--- src/sv/klsa_pkg.sv ---
// Package: shared constants and types for the keyed light slot allocator.
`timescale 1ns / 1ps
package klsa_pkg;

	localparam int SLOT_COUNT = 32;
	localparam int IDX_W = (SLOT_COUNT > 1) ? $clog2(SLOT_COUNT) : 1;
	localparam int WIDE_W = 9;

	localparam logic [1:0] CMD_NEW  = 2'd0;
	localparam logic [1:0] CMD_TICK = 2'd1;
	localparam logic [1:0] CMD_READ = 2'd2;
	localparam logic [1:0] CMD_NONE = 2'd3;

	localparam logic [1:0] HOW_KEY   = 2'd0;
	localparam logic [1:0] HOW_EXP   = 2'd1;
	localparam logic [1:0] HOW_FORCE = 2'd2;
	localparam logic [1:0] HOW_NONE  = 2'd3;

	// floor(p / 1000) == (p * RECIP) >> RECIP_SHIFT for every p below 2^28
	localparam int PROD_W = 28;
	localparam int RECIP_W = 29;
	localparam logic [RECIP_W-1:0] RECIP = 29'd274877907;
	localparam int RECIP_SHIFT = 38;
	localparam int QPROD_W = PROD_W + RECIP_W;
	localparam int LOSS_W = QPROD_W - RECIP_SHIFT;

	typedef struct packed {
		logic load;
		logic scan;
		logic alloc_wr;
		logic tick_issue;
		logic res_none;
		logic res_read;
		logic use_sel;
		logic [IDX_W-1:0] ptr;
	} ctl_t;

endpackage

--- src/sv/klsa_ctrl.sv ---
// Controller: sequences allocation walks, decay walks, reads and the result strobe.
`timescale 1ns / 1ps
module klsa_ctrl (
	input  logic clk,
	input  logic arst_n,
	input  logic start,
	input  logic [1:0] command,
	output logic busy,
	output logic done,
	output klsa_pkg::ctl_t ctl
);

	localparam logic [2:0] S_IDLE  = 3'd0;
	localparam logic [2:0] S_ALLOC = 3'd1;
	localparam logic [2:0] S_AWR   = 3'd2;
	localparam logic [2:0] S_TICK  = 3'd3;
	localparam logic [2:0] S_TD1   = 3'd4;
	localparam logic [2:0] S_TD2   = 3'd5;
	localparam logic [2:0] S_READ  = 3'd6;
	localparam logic [2:0] S_RESP  = 3'd7;

	logic [2:0] state_q;
	logic [2:0] state_d;
	logic [klsa_pkg::IDX_W-1:0] ptr_q;
	logic last;

	assign last = (ptr_q == klsa_pkg::IDX_W'(klsa_pkg::SLOT_COUNT - 1));

	always_comb begin
		state_d = state_q;
		ctl = '0;
		ctl.ptr = ptr_q;
		unique case (state_q)
			S_IDLE: begin
				if (start) begin
					ctl.load = 1'b1;
					unique case (command)
						klsa_pkg::CMD_NEW:  state_d = S_ALLOC;
						klsa_pkg::CMD_TICK: state_d = S_TICK;
						klsa_pkg::CMD_READ: state_d = S_READ;
						klsa_pkg::CMD_NONE: begin
							ctl.res_none = 1'b1;
							state_d = S_RESP;
						end
					endcase
				end
			end
			S_ALLOC: begin
				ctl.scan = 1'b1;
				if (last) state_d = S_AWR;
			end
			S_AWR: begin
				ctl.alloc_wr = 1'b1;
				state_d = S_RESP;
			end
			S_TICK: begin
				ctl.tick_issue = 1'b1;
				if (last) state_d = S_TD1;
			end
			S_TD1: state_d = S_TD2;
			S_TD2: begin
				ctl.res_none = 1'b1;
				state_d = S_RESP;
			end
			S_READ: begin
				ctl.use_sel = 1'b1;
				ctl.res_read = 1'b1;
				state_d = S_RESP;
			end
			S_RESP: state_d = S_IDLE;
		endcase
	end

	always_ff @(posedge clk or negedge arst_n) begin
		if (!arst_n) begin
			state_q <= S_IDLE;
			ptr_q <= '0;
		end else begin
			state_q <= state_d;
			if (state_q == S_ALLOC || state_q == S_TICK) begin
				ptr_q <= last ? '0 : ptr_q + 1'b1;
			end else begin
				ptr_q <= '0;
			end
		end
	end

	assign busy = (state_q != S_IDLE);
	assign done = (state_q == S_RESP);

endmodule

--- config.mk ---
export PLATFORM = sky130hd
export DESIGN_NAME = klsa_ctrl
export DESIGN_NICKNAME = d
export VERILOG_FILES = /design/src/sv/klsa_pkg.sv /design/src/sv/klsa_ctrl.sv
export SDC_FILE = /design/constraint.sdc
export NUM_CORES = 1
export LEC_CHECK = 0
export BUFFER_PORTS_ARGS = -buffer_cell sky130_fd_sc_hd__buf_2
export CAP_MARGIN = 20
export CORE_AREA = 2 2 39 41
export CTS_BUF_LIST = sky130_fd_sc_hd__clkbuf_8
export DETAILED_ROUTE_END_ITERATION = 6
export DIE_AREA = 0 0 41 43
export MAX_ROUTING_LAYER = met4
export PLACE_DENSITY = 0.62
export SLEW_MARGIN = 20
export SYNTH_ARGS = -nofsm -noshare
export SYNTH_HDL_FRONTEND = slang
export SYNTH_SLANG_ARGS = --single-unit
--- constraint.sdc ---
create_clock -name clk -period 1.8 [get_ports clk]
set_input_delay 0.18 -clock clk [delete_from_list [all_inputs] [get_ports clk]]
set_output_delay 0.18 -clock clk [all_outputs]
set_load 0.02 [all_outputs]
==> flow_summary.yaml, run 1 <==
final_layout:
  diodes: 0
  fillerInstances: 142
  design.final.nets: 78
  drive_above_1_share: 0.362
  areaGrowthSynthToFinish_pct: 31.8
  fin_area_sq_um: 617
critical_path:
  criticalPathCategory: "reg2reg"
  critPathArrivalTime_ns: 1.88
  worst_reg2reg_path_startpoint: "ptr_q[0]"
  critical_path_origin: "ptr_q[0]"
  worst-path-max-fanout: 4
  critPathCaptureType: "flop"
  critical_path.startpoint_type: "flop"
  critical_path_required_ns: 1.96
clock_network:
  clk_pin_slew_worst_paths_ns: 0.04
  tritoncts_num_sinks: 8
  post_cts.repair.setup_buffers: 0
  cts_root_buffer: "sky130_fd_sc_hd__clkbuf_8"
  cts_buffers: 3
  ctsLongestPathBuffers: 2
  tritoncts_clock_tree: "done"
  clock_insertion_delay_worst_skew_ns: 0.23
  cts-htree-levels: 1
yosys:
  synth_largest_type_area_fraction: 0.428
  async_reset_ff_frac: 1.00
  synth_nets: 58
  synthesis.area_sq_um: 468
  mean_area_per_synthesized_cell_sq_um: 9.18
  dominantRegCellSynth: "sky130_fd_sc_hd__dfrtp_1"
  synthMostInstantiatedCell: "sky130_fd_sc_hd__dfrtp_1"
  edff_count_synth: 0
  netlist_top_cells_count: "sky130_fd_sc_hd__dfrtp_1 (8), sky130_fd_sc_hd__nor2_1 (7), sky130_fd_sc_hd__a21oi_1 (3)"
  postSynthRegisterBits: 8
  synth.lib_cells_used.distinct: 28
  synth_sequential_area_ratio: 0.428
  cells_after_synthesis: 51
  synthTopCellsByArea: "sky130_fd_sc_hd__dfrtp_1 (43%), sky130_fd_sc_hd__nor2_1 (5.6%), sky130_fd_sc_hd__ha_1 (5.3%), sky130_fd_sc_hd__and3b_1 (3.7%), sky130_fd_sc_hd__a21oi_1 (3.2%)"
  ys_warn_count: 0
  synth_top_area_cell: "sky130_fd_sc_hd__dfrtp_1"
timing:
  worst_hold_slack_ns: 0.199
  rsz_0062_raised_after_global_routing: "false"
  count_of_final_hold_check_violations: 0
  max_slew.worst_pin.slew_ns: 0.375
  skew_ns: 0.000751
  final_max_slew_viol_count: 0
  worst_slew_margin_rel: 0.750
  post-route-worst-setup-slack_ns: 0.0718
  final.setup.tns_ns: 0
  period_share: 0.960
  final-setup-viol-count: 0
  layout_min_cycle_time_ns: 1.73
  max_freq_ghz: 0.579
pwr:
  power.density_cell_area_mw_per_mm2: 1660
  leakage_uw: 0.000337
  overall_power_after_layout_uw: 1030
  ir_worst_vdd_uv: 664
min_path:
  hold_class: "in2reg"
  min_from: "command[1]"
drt:
  route.vias.total: 411
  drc: 0
  postRouteWirelength_microns: 978
  vias_per_cell: 4.84
  route.antenna.remaining_nets: 0
  tritonroute_pass_1_iters: 1
  routed_wire_length_per_instance_microns: 11.5
  dr.first_iter.drc_count: 0
global_route:
  overflow: 0
  wire_length_of_the_first_global_routing_pass_microns: 1650
  track_usage: 0.146
  number_of_antenna_violations_at_the_first_check_in_global_routing: 0
  vias_in_the_first_global_route: 394
  grt_start_max_net_pins: 15
floorplanning:
  design.die.area_sq_mm: 0.00176
  start_util: 0.338
  placementRows: 14
  horizontal_extent_of_the_die_microns: 41
  core_area_sq_mm: 0.00138
  design.portCount: 19
  fp.dieH_microns: 43
place:
  place_hpwl_microns: 698
  place_worst_setup_slack_ns: 0.0663
  dpl-instance-area_sq_um: 566
  place_congestion: 0.730
  place.port_buffers: 18
status:
  run_status: "finished clean"
flow_run:
  cap_viol_max_count: 0
sequential cells by signal, summed over array words and instances, names as in the netlist:
| register | cells |
|---|---|
| state_q | 3 |
| ptr_q | 5 |
power by group:
group / switching, uW / internal, uW
registers: 120 / 238
logic: 253 / 203
clock network: 68.6 / 145
total: 442 / 585
worst max-delay path, stage by stage (launching register included):
cell and delay [ns]:
sky130_fd_sc_hd__dfrtp_2 0.41, sky130_fd_sc_hd__ha_2 0.20, sky130_fd_sc_hd__and3_1 0.19, sky130_fd_sc_hd__ha_1 0.21, sky130_fd_sc_hd__or3b_1 0.39, sky130_fd_sc_hd__buf_4 0.16
sky130_fd_sc_hd__nor2_1 0.10
cell type report:
class                   instances  area, sq um  share of cell area
flip-flops and latches          8          203               0.329
multi-input cells              36          238               0.385
inverters                       2         7.51              0.0122
repair buffers                 20          108               0.174
well taps                      16         20.0              0.0325
clock buffers                   3         41.3              0.0669
path summary, 6_finish.rpt:
kind,end,slack (ns),depth (start not counted)
max in group asynchronous,ptr_q[1],1.29,2
max reg2reg,ptr_q[3],0.07,6
min,state_q[2],0.20,2
min in group asynchronous,state_q[1],0.32,2
max,ptr_q[3],0.07,6
min reg2reg,ptr_q[0],0.46,1
metal layers:
| layer | vias to the layer above | track usage | share of wire |
|---|---|---|---|
| met3 | 3 | 0.0157 | 0.069 |
| met5 | - | - | 0 |
| li1 | 207 | - | - |
| met4 | 0 | 0.140 | 0.030 |
| met2 | 19 | 0.191 | 0.44 |
| met1 | 182 | 0.184 | 0.46 |
cell families after synthesis:
| kind of cell | after synthesis | synth area share |
|---|---|---|
| compound gates | 8 | 0.102 |
| xor+xnor | 2 | 0.0374 |
| fa+ha+maj | 2 | 0.0535 |
| buf+inv | 7 | 0.0695 |
| flops | 8 | 0.428 |
| mux | 1 | 0.0214 |
| simple gates | 23 | 0.289 |
placed cells by master, fill, tap and decap left out, types with 2 or more instances in the layout:
cell type,instances
sky130_fd_sc_hd__nand2_1,2
sky130_fd_sc_hd__a21oi_1,3
sky130_fd_sc_hd__nor2_1,7
sky130_fd_sc_hd__dfrtp_2,2
sky130_fd_sc_hd__clkbuf_8,3
sky130_fd_sc_hd__inv_1,2
sky130_fd_sc_hd__dfrtp_1,6
sky130_fd_sc_hd__and3_1,2
sky130_fd_sc_hd__buf_2,18
sky130_fd_sc_hd__o21ai_0,2
sky130_fd_sc_hd__and3b_1,2
through the flow:
| step | util | instances |
|---|---|---|
| after floorplan | - | 51 |
| after global placement | 0.409 | 81 |
| after detailed placement | 0.409 | 81 |
| after CTS | 0.446 | 85 |
| after global routing | 0.446 | 85 |
| final | 0.446 | 85 |
what timing repair did:
action	CTS	global route
hold buffers	1	0
endpoints found under the setup margin	0	0
resized for setup	0	0
endpoints found under the hold margin	8	0
Note: power is estimated with default switching activity, not from simulation.
==> inputs of run 2 (changes only) <==
Settings changed: CELL_PAD_IN_SITES_DETAIL_PLACEMENT set to 1, CELL_PAD_IN_SITES_GLOBAL_PLACEMENT set to 1, CORE_AREA 2 2 39 41 to unset, CORE_UTILIZATION set to 34, DIE_AREA 0 0 41 43 to unset, PLACE_DENSITY 0.62 to 0.81.
Clock period 1.8 ns to 1.68 ns, I/O delays scaled along.
==> run 2 against run 1 <==
  * First-iteration DRC count is 4 higher
  * Via count is 4.9% higher
  * Non-clock buffer count stayed put
  * Largest power group unchanged
  * Critical path depth stayed put
  * Die area is 13% lower
  * Worst hold slack worse by 0.024 ns
  * Utilization is 6.4 points higher
==> flow_summary.yaml, run 2 (synthesis results as in run 1) <==
status:
  run_status: "finished clean"
timing:
  period_share: 0.981
  worst_slew_margin_rel: 0.742
  final_max_slew_viol_count: 0
  final-setup-viol-count: 0
  rsz_0062_raised_after_global_routing: "true"
  count_of_final_hold_check_violations: 0
  max_freq_ghz: 0.607
  max_slew.worst_pin.slew_ns: 0.382
  post-route-worst-setup-slack_ns: 0.0317
  layout_min_cycle_time_ns: 1.65
  worst_hold_slack_ns: 0.175
  final.setup.tns_ns: 0
  skew_ns: 0.00195
pwr:
  ir_worst_vdd_uv: 668
  leakage_uw: 0.000338
  overall_power_after_layout_uw: 1170
  power.density_cell_area_mw_per_mm2: 1780
critical_path:
  cell_by_cell_listing_of_the_critical_path: "ha_4 > and3_4 > ha_4 > or3b_4 > mux2i_1 > a21oi_1"
  critical_path_most_common_cell: "sky130_fd_sc_hd__ha_4"
  worst-path-max-fanout: 4
  worstSetupEndpoint: "state_q[1]"
  max_incr_delay_on_cp_ns: 0.43
  critical_path_origin: "ptr_q[0]"
  regToRegEndpoint: "state_q[1]"
  critical_path_required_ns: 1.79
  worst_reg2reg_path_startpoint: "ptr_q[0]"
  crit_path_top_delay_cell: "sky130_fd_sc_hd__dfrtp_2"
  critical_path.startpoint_type: "flop"
  timing.reg2reg.setup_slack_ns: 0.03
  criticalPathCategory: "reg2reg"
  worst_r2r_path_depth: 6
  critPathArrivalTime_ns: 1.76
  critPathCaptureType: "flop"
floorplanning:
  start_util: 0.364
  design.portCount: 19
  core_area_sq_mm: 0.00128
  fp.dieH_microns: 39.1
  horizontal_extent_of_the_die_microns: 39.1
  design.die.area_sq_mm: 0.00153
  placementRows: 13
final_layout:
  register_area_sq_um: 203
  biggestRegsByFlops: "ptr_q x5, state_q x3"
  multi_input_comb_area_sq_um: 273
  drive_above_1_share: 0.429
  largest-register: "ptr_q"
  largest_register_ff_count: 5
  diodes: 0
  fillerInstances: 159
  leading_cell_type_in_the_layout_fill_and_taps_excluded: "sky130_fd_sc_hd__buf_2"
  areaGrowthSynthToFinish_pct: 39.8
  mostFrequentLayoutCells: "sky130_fd_sc_hd__buf_2 (18), sky130_fd_sc_hd__dfrtp_1 (6), sky130_fd_sc_hd__nor2_1 (5)"
  design.final.nets: 78
place:
  place_worst_setup_slack_ns: 0.0140
  place.port_buffers: 18
  place_congestion: 0.768
  place_hpwl_microns: 826
global_route:
  track_usage: 0.197
  overflow: 0
  wire_length_of_the_first_global_routing_pass_microns: 1750
  number_of_antenna_violations_at_the_first_check_in_global_routing: 0
  vias_in_the_first_global_route: 364
  grt_start_max_net_pins: 15
clock_network:
  tritoncts_clock_tree: "done"
  cts_buffers: 3
  clk_pin_slew_worst_paths_ns: 0.05
  ctsLongestPathBuffers: 2
  post_cts.repair.setup_buffers: 0
  tritoncts_num_sinks: 8
  cts-htree-levels: 1
  clock_insertion_delay_worst_skew_ns: 0.24
  cts_root_buffer: "sky130_fd_sc_hd__clkbuf_8"
drt:
  vias_per_cell: 5.07
  tritonroute_pass_1_iters: 2
  route.vias.total: 431
  drc: 0
  routed_wire_length_per_instance_microns: 13.2
  postRouteWirelength_microns: 1120
  dr.first_iter.drc_count: 4
  route.antenna.remaining_nets: 0
flow_run:
  cap_viol_max_count: 0
min_path:
  hold_class: "in2reg"
## run 2: cell types whose count changed in the layout (fill, tap and decap cells not counted)
cell	change
sky130_fd_sc_hd__ha_4	+2
sky130_fd_sc_hd__nor2_1	-2
sky130_fd_sc_hd__or3b_1	-1
sky130_fd_sc_hd__and3_1	-1
sky130_fd_sc_hd__or3b_4	+1
sky130_fd_sc_hd__ha_1	-1
sky130_fd_sc_hd__and3_4	+1
sky130_fd_sc_hd__ha_2	-1
sky130_fd_sc_hd__nor2_2	+2
sky130_fd_sc_hd__inv_1	+1
## run 2: final cells by class
class | count | share of cell area
clock buffer | 3 | 0.0631
clock inverter | 1 | 0.00574
inverter | 2 | 0.0115
multi-input combinational | 36 | 0.417
sequential | 8 | 0.310
tap | 15 | 0.0287
timing repair buffer | 20 | 0.164
## run 2: layer usage
layer | global-route usage | share of wire | vias up
li1 | - | - | 212
met1 | 0.233 | 0.46 | 205
met2 | 0.254 | 0.47 | 10
met3 | 0.104 | 0.045 | 4
met4 | 0.129 | 0.021 | 0
met5 | - | 0 | -
## run 2: what timing repair did
action / 4_1_cts / 5_1_grt
hold buffers: 1 / 0
setup endpoints to repair: 0 / 5
gates resized for setup: 0 / 3
endpoints found under the hold margin: 8 / 0
## run 2: power by group
| part | internal [uW] | total [uW] | switching (uW) |
|---|---|---|---|
| Sequential | 255 | 390 | 135 |
| Combinational | 237 | 527 | 290 |
| Clock | 159 | 248 | 88.9 |
| Total | 652 | 1170 | 514 |
## run 2: worst min-delay path by stage
| stage | startpoint | to | slack, ns | depth (start not counted) |
|---|---|---|---|---|
| 2_1_floorplan | arst_n | ptr_q[0] | -0.13 | 0 |
| 3_3_place_gp | arst_n | state_q[2] | 0.02 | 1 |
| 3_5_place_dp | arst_n | state_q[2] | 0.02 | 1 |
| 4_1_cts | command[1] | state_q[2] | 0.17 | 2 |
| 5_1_grt | command[1] | state_q[2] | 0.18 | 2 |
| 6_report | command[1] | state_q[2] | 0.18 | 2 |
## run 2: critical path: cells and delay by family (launching register included)
family / cells / cell delay [ns]
AO/OA/AOI/OAI: 1 / 0.06
adder cells (fa/ha/maj): 2 / 0.33
flip-flops: 1 / 0.43
multiplexers: 1 / 0.16
AND/OR/NAND/NOR: 2 / 0.56
## run 2: through the flow
step	instance area [sq um]	std cells	utilization
floorplan	500	51	-
global placement	592	80	0.461
detailed placement	592	80	0.461
CTS	647	85	0.503
global route	654	85	0.509
finish	654	85	0.509
==> inputs of run 3 (changes only) <==
Settings changed: PLACE_DENSITY 0.81 to unset, PLACE_DENSITY_LB_ADDON set to 0.1.
==> run 3 against run 2 <==
  * Flip-flop and latch count stayed put
  * Setup slack gained 0.0090 ns
  * Total power rose by 2.6%
  * Critical path depth unchanged
  * Sequential share of layout area fell by 0.58 points
  * Non-clock buffer count increased by 2
  * Clock skew shrank 0.0014 ns
  * Global-route usage grew 0.96 points
  * Critical endpoint unchanged
  * Largest power group unchanged
  * Highest routed layer unchanged
==> flow_summary.yaml, run 3 (synthesis results as in run 1) <==
global_route:
  track_usage: 0.207
  overflow: 0
  vias_in_the_first_global_route: 402
  number_of_antenna_violations_at_the_first_check_in_global_routing: 0
  wire_length_of_the_first_global_routing_pass_microns: 1860
  grt_start_max_net_pins: 15
clock_network:
  cts_root_buffer: "sky130_fd_sc_hd__clkbuf_8"
  tritoncts_clock_tree: "done"
  ctsLongestPathBuffers: 2
  tritoncts_num_sinks: 8
  cts-htree-levels: 1
  cts_buffers: 3
  clock_insertion_delay_worst_skew_ns: 0.23
  clk_pin_slew_worst_paths_ns: 0.04
place:
  dpl-instance-area_sq_um: 599
  placed_cells: 81
  place.port_buffers: 18
  place_hpwl_microns: 917
  place_congestion: 0.681
timing:
  final-setup-viol-count: 0
  count_of_final_hold_check_violations: 0
  worst_slew_margin_rel: 0.744
  skew_ns: 0.000550
  max_freq_ghz: 0.610
  final_max_slew_viol_count: 0
  layout_min_cycle_time_ns: 1.64
  period_share: 0.976
  max_slew.worst_pin.slew_ns: 0.383
drt:
  drc: 0
  vias_per_cell: 5.00
  routed_wire_length_per_instance_microns: 13.9
  dr.first_iter.drc_count: 5
  postRouteWirelength_microns: 1210
  route.vias.total: 435
  tritonroute_pass_1_iters: 2
  route.antenna.remaining_nets: 0
floorplanning:
  design.portCount: 19
  horizontal_extent_of_the_die_microns: 39.1
  start_util: 0.364
  design.die.area_sq_mm: 0.00153
  core_area_sq_mm: 0.00128
  placementRows: 13
  fp.dieH_microns: 39.1
status:
  run_status: "finished clean"
final_layout:
  areaGrowthSynthToFinish_pct: 42.5
  design.final.nets: 80
  largest_register_ff_count: 5
  mostFrequentLayoutCells: "sky130_fd_sc_hd__buf_2 (18), sky130_fd_sc_hd__nor2_1 (6), sky130_fd_sc_hd__dfrtp_1 (6)"
  final_cells: 87
  biggestRegsByFlops: "ptr_q x5, state_q x3"
  fillerInstances: 155
  leading_cell_type_in_the_layout_fill_and_taps_excluded: "sky130_fd_sc_hd__buf_2"
  fin_area_sq_um: 667
  final_core_utilization: 0.519
  diodes: 0
  largest-register: "ptr_q"
  drive_above_1_share: 0.431
critical_path:
  worst-path-max-fanout: 3
  critical_path.n_buffers_inverters: 0
  critical_path_most_common_cell: "sky130_fd_sc_hd__ha_4"
  cell_by_cell_listing_of_the_critical_path: "ha_4 > and3_4 > ha_4 > or3b_4 > mux2i_1 > a21oi_1"
  worst_r2r_path_depth: 6
  regToRegEndpoint: "state_q[1]"
  timing.reg2reg.setup_slack_ns: 0.04
  worst_reg2reg_path_startpoint: "ptr_q[1]"
  critical_path_origin: "ptr_q[1]"
  crit_family: "simple AND/OR/NAND/NOR gates"
  timing.critical_path.depth: 6
  critPathCaptureType: "flop"
  crit_path_top_delay_cell: "sky130_fd_sc_hd__dfrtp_2"
  critical_path_required_ns: 1.84
  worstSetupEndpoint: "state_q[1]"
  critical_path.startpoint_type: "flop"
  critPathArrivalTime_ns: 1.80
  criticalPathCategory: "reg2reg"
  max_incr_delay_on_cp_ns: 0.42
flow_run:
  cap_viol_max_count: 0
pwr:
  overall_power_after_layout_uw: 1200
  ir_worst_vdd_uv: 945
  power.density_cell_area_mw_per_mm2: 1790
  leakage_uw: 0.000349
min_path:
  hold_class: "in2reg"
  min_from: "command[1]"
run 3: cell count changes in the layout (fill, tap and decap cells not counted), sizes merged:
cell  delta
buf      +2
run 3: layout make-up:
type / instances / area, sq um / share of cell area
clock buffer: 3 / 41.3 / 0.0619
tap: 15 / 18.8 / 0.0281
inverter: 2 / 7.51 / 0.0113
multi-input combinational: 36 / 270 / 0.405
clock inverter: 1 / 3.75 / 0.00563
timing repair buffer: 22 / 123 / 0.184
sequential: 8 / 203 / 0.304
run 3: per-layer routing:
layer  GRT usage  wire (microns)  vias to the layer above
met4       0.155              37                        0
met1       0.222             570                      203
met5           -               0                        -
li1            -               -                      214
met2       0.300             532                       14
met3      0.0867              68                        4
run 3: worst min path at each step:
stage / depth (start not counted) / slack (ns) / endpoint
2_1_floorplan: 0 / -0.13 / ptr_q[0]
5_1_grt: 2 / 0.20 / state_q[2]
3_5_place_dp: 1 / 0.02 / ptr_q[3]
6_report: 2 / 0.18 / state_q[2]
4_1_cts: 2 / 0.18 / state_q[2]
3_3_place_gp: 1 / 0.02 / ptr_q[2]
run 3: through the flow:
step           worst slack [ns]    TNS, ns  hold WS, ns
2_1_floorplan           -0.0527    -0.0527       -0.128
6_report                 0.0407          0        0.182
3_3_place_gp             0.0578          0       0.0237
4_1_cts                  0.0103          0        0.183
3_5_place_dp          -0.000806  -0.000806       0.0227
5_1_grt                -0.00450   -0.00716        0.196
run 3: worst register-to-register path, delay by kind of cell (launching register included):
| family | cells | cell delay (ns) |
|---|---|---|
| adder cells (fa/ha/maj) | 2 | 0.33 |
| AND/OR/NAND/NOR | 2 | 0.56 |
| flip-flops | 1 | 0.42 |
| multiplexers | 1 | 0.12 |
| AO/OA/AOI/OAI | 1 | 0.13 |
run 3: what timing repair did:
item / CTS / global route
hold buffers: 1 / 0
buffers inserted: 0 / 1
endpoints found under the setup margin: 2 / 2
gates cloned: 0 / 0
gates resized for setup: 1 / 1
endpoints found under the hold margin: 8 / 0
run 3: power breakdown:
group / leakage, uW / internal, uW / switching, uW
Combinational: 0.000222 / 260 / 302
Clock: 0.0000269 / 159 / 87.3
Sequential: 0.0000995 / 255 / 133
Total: 0.000349 / 674 / 522
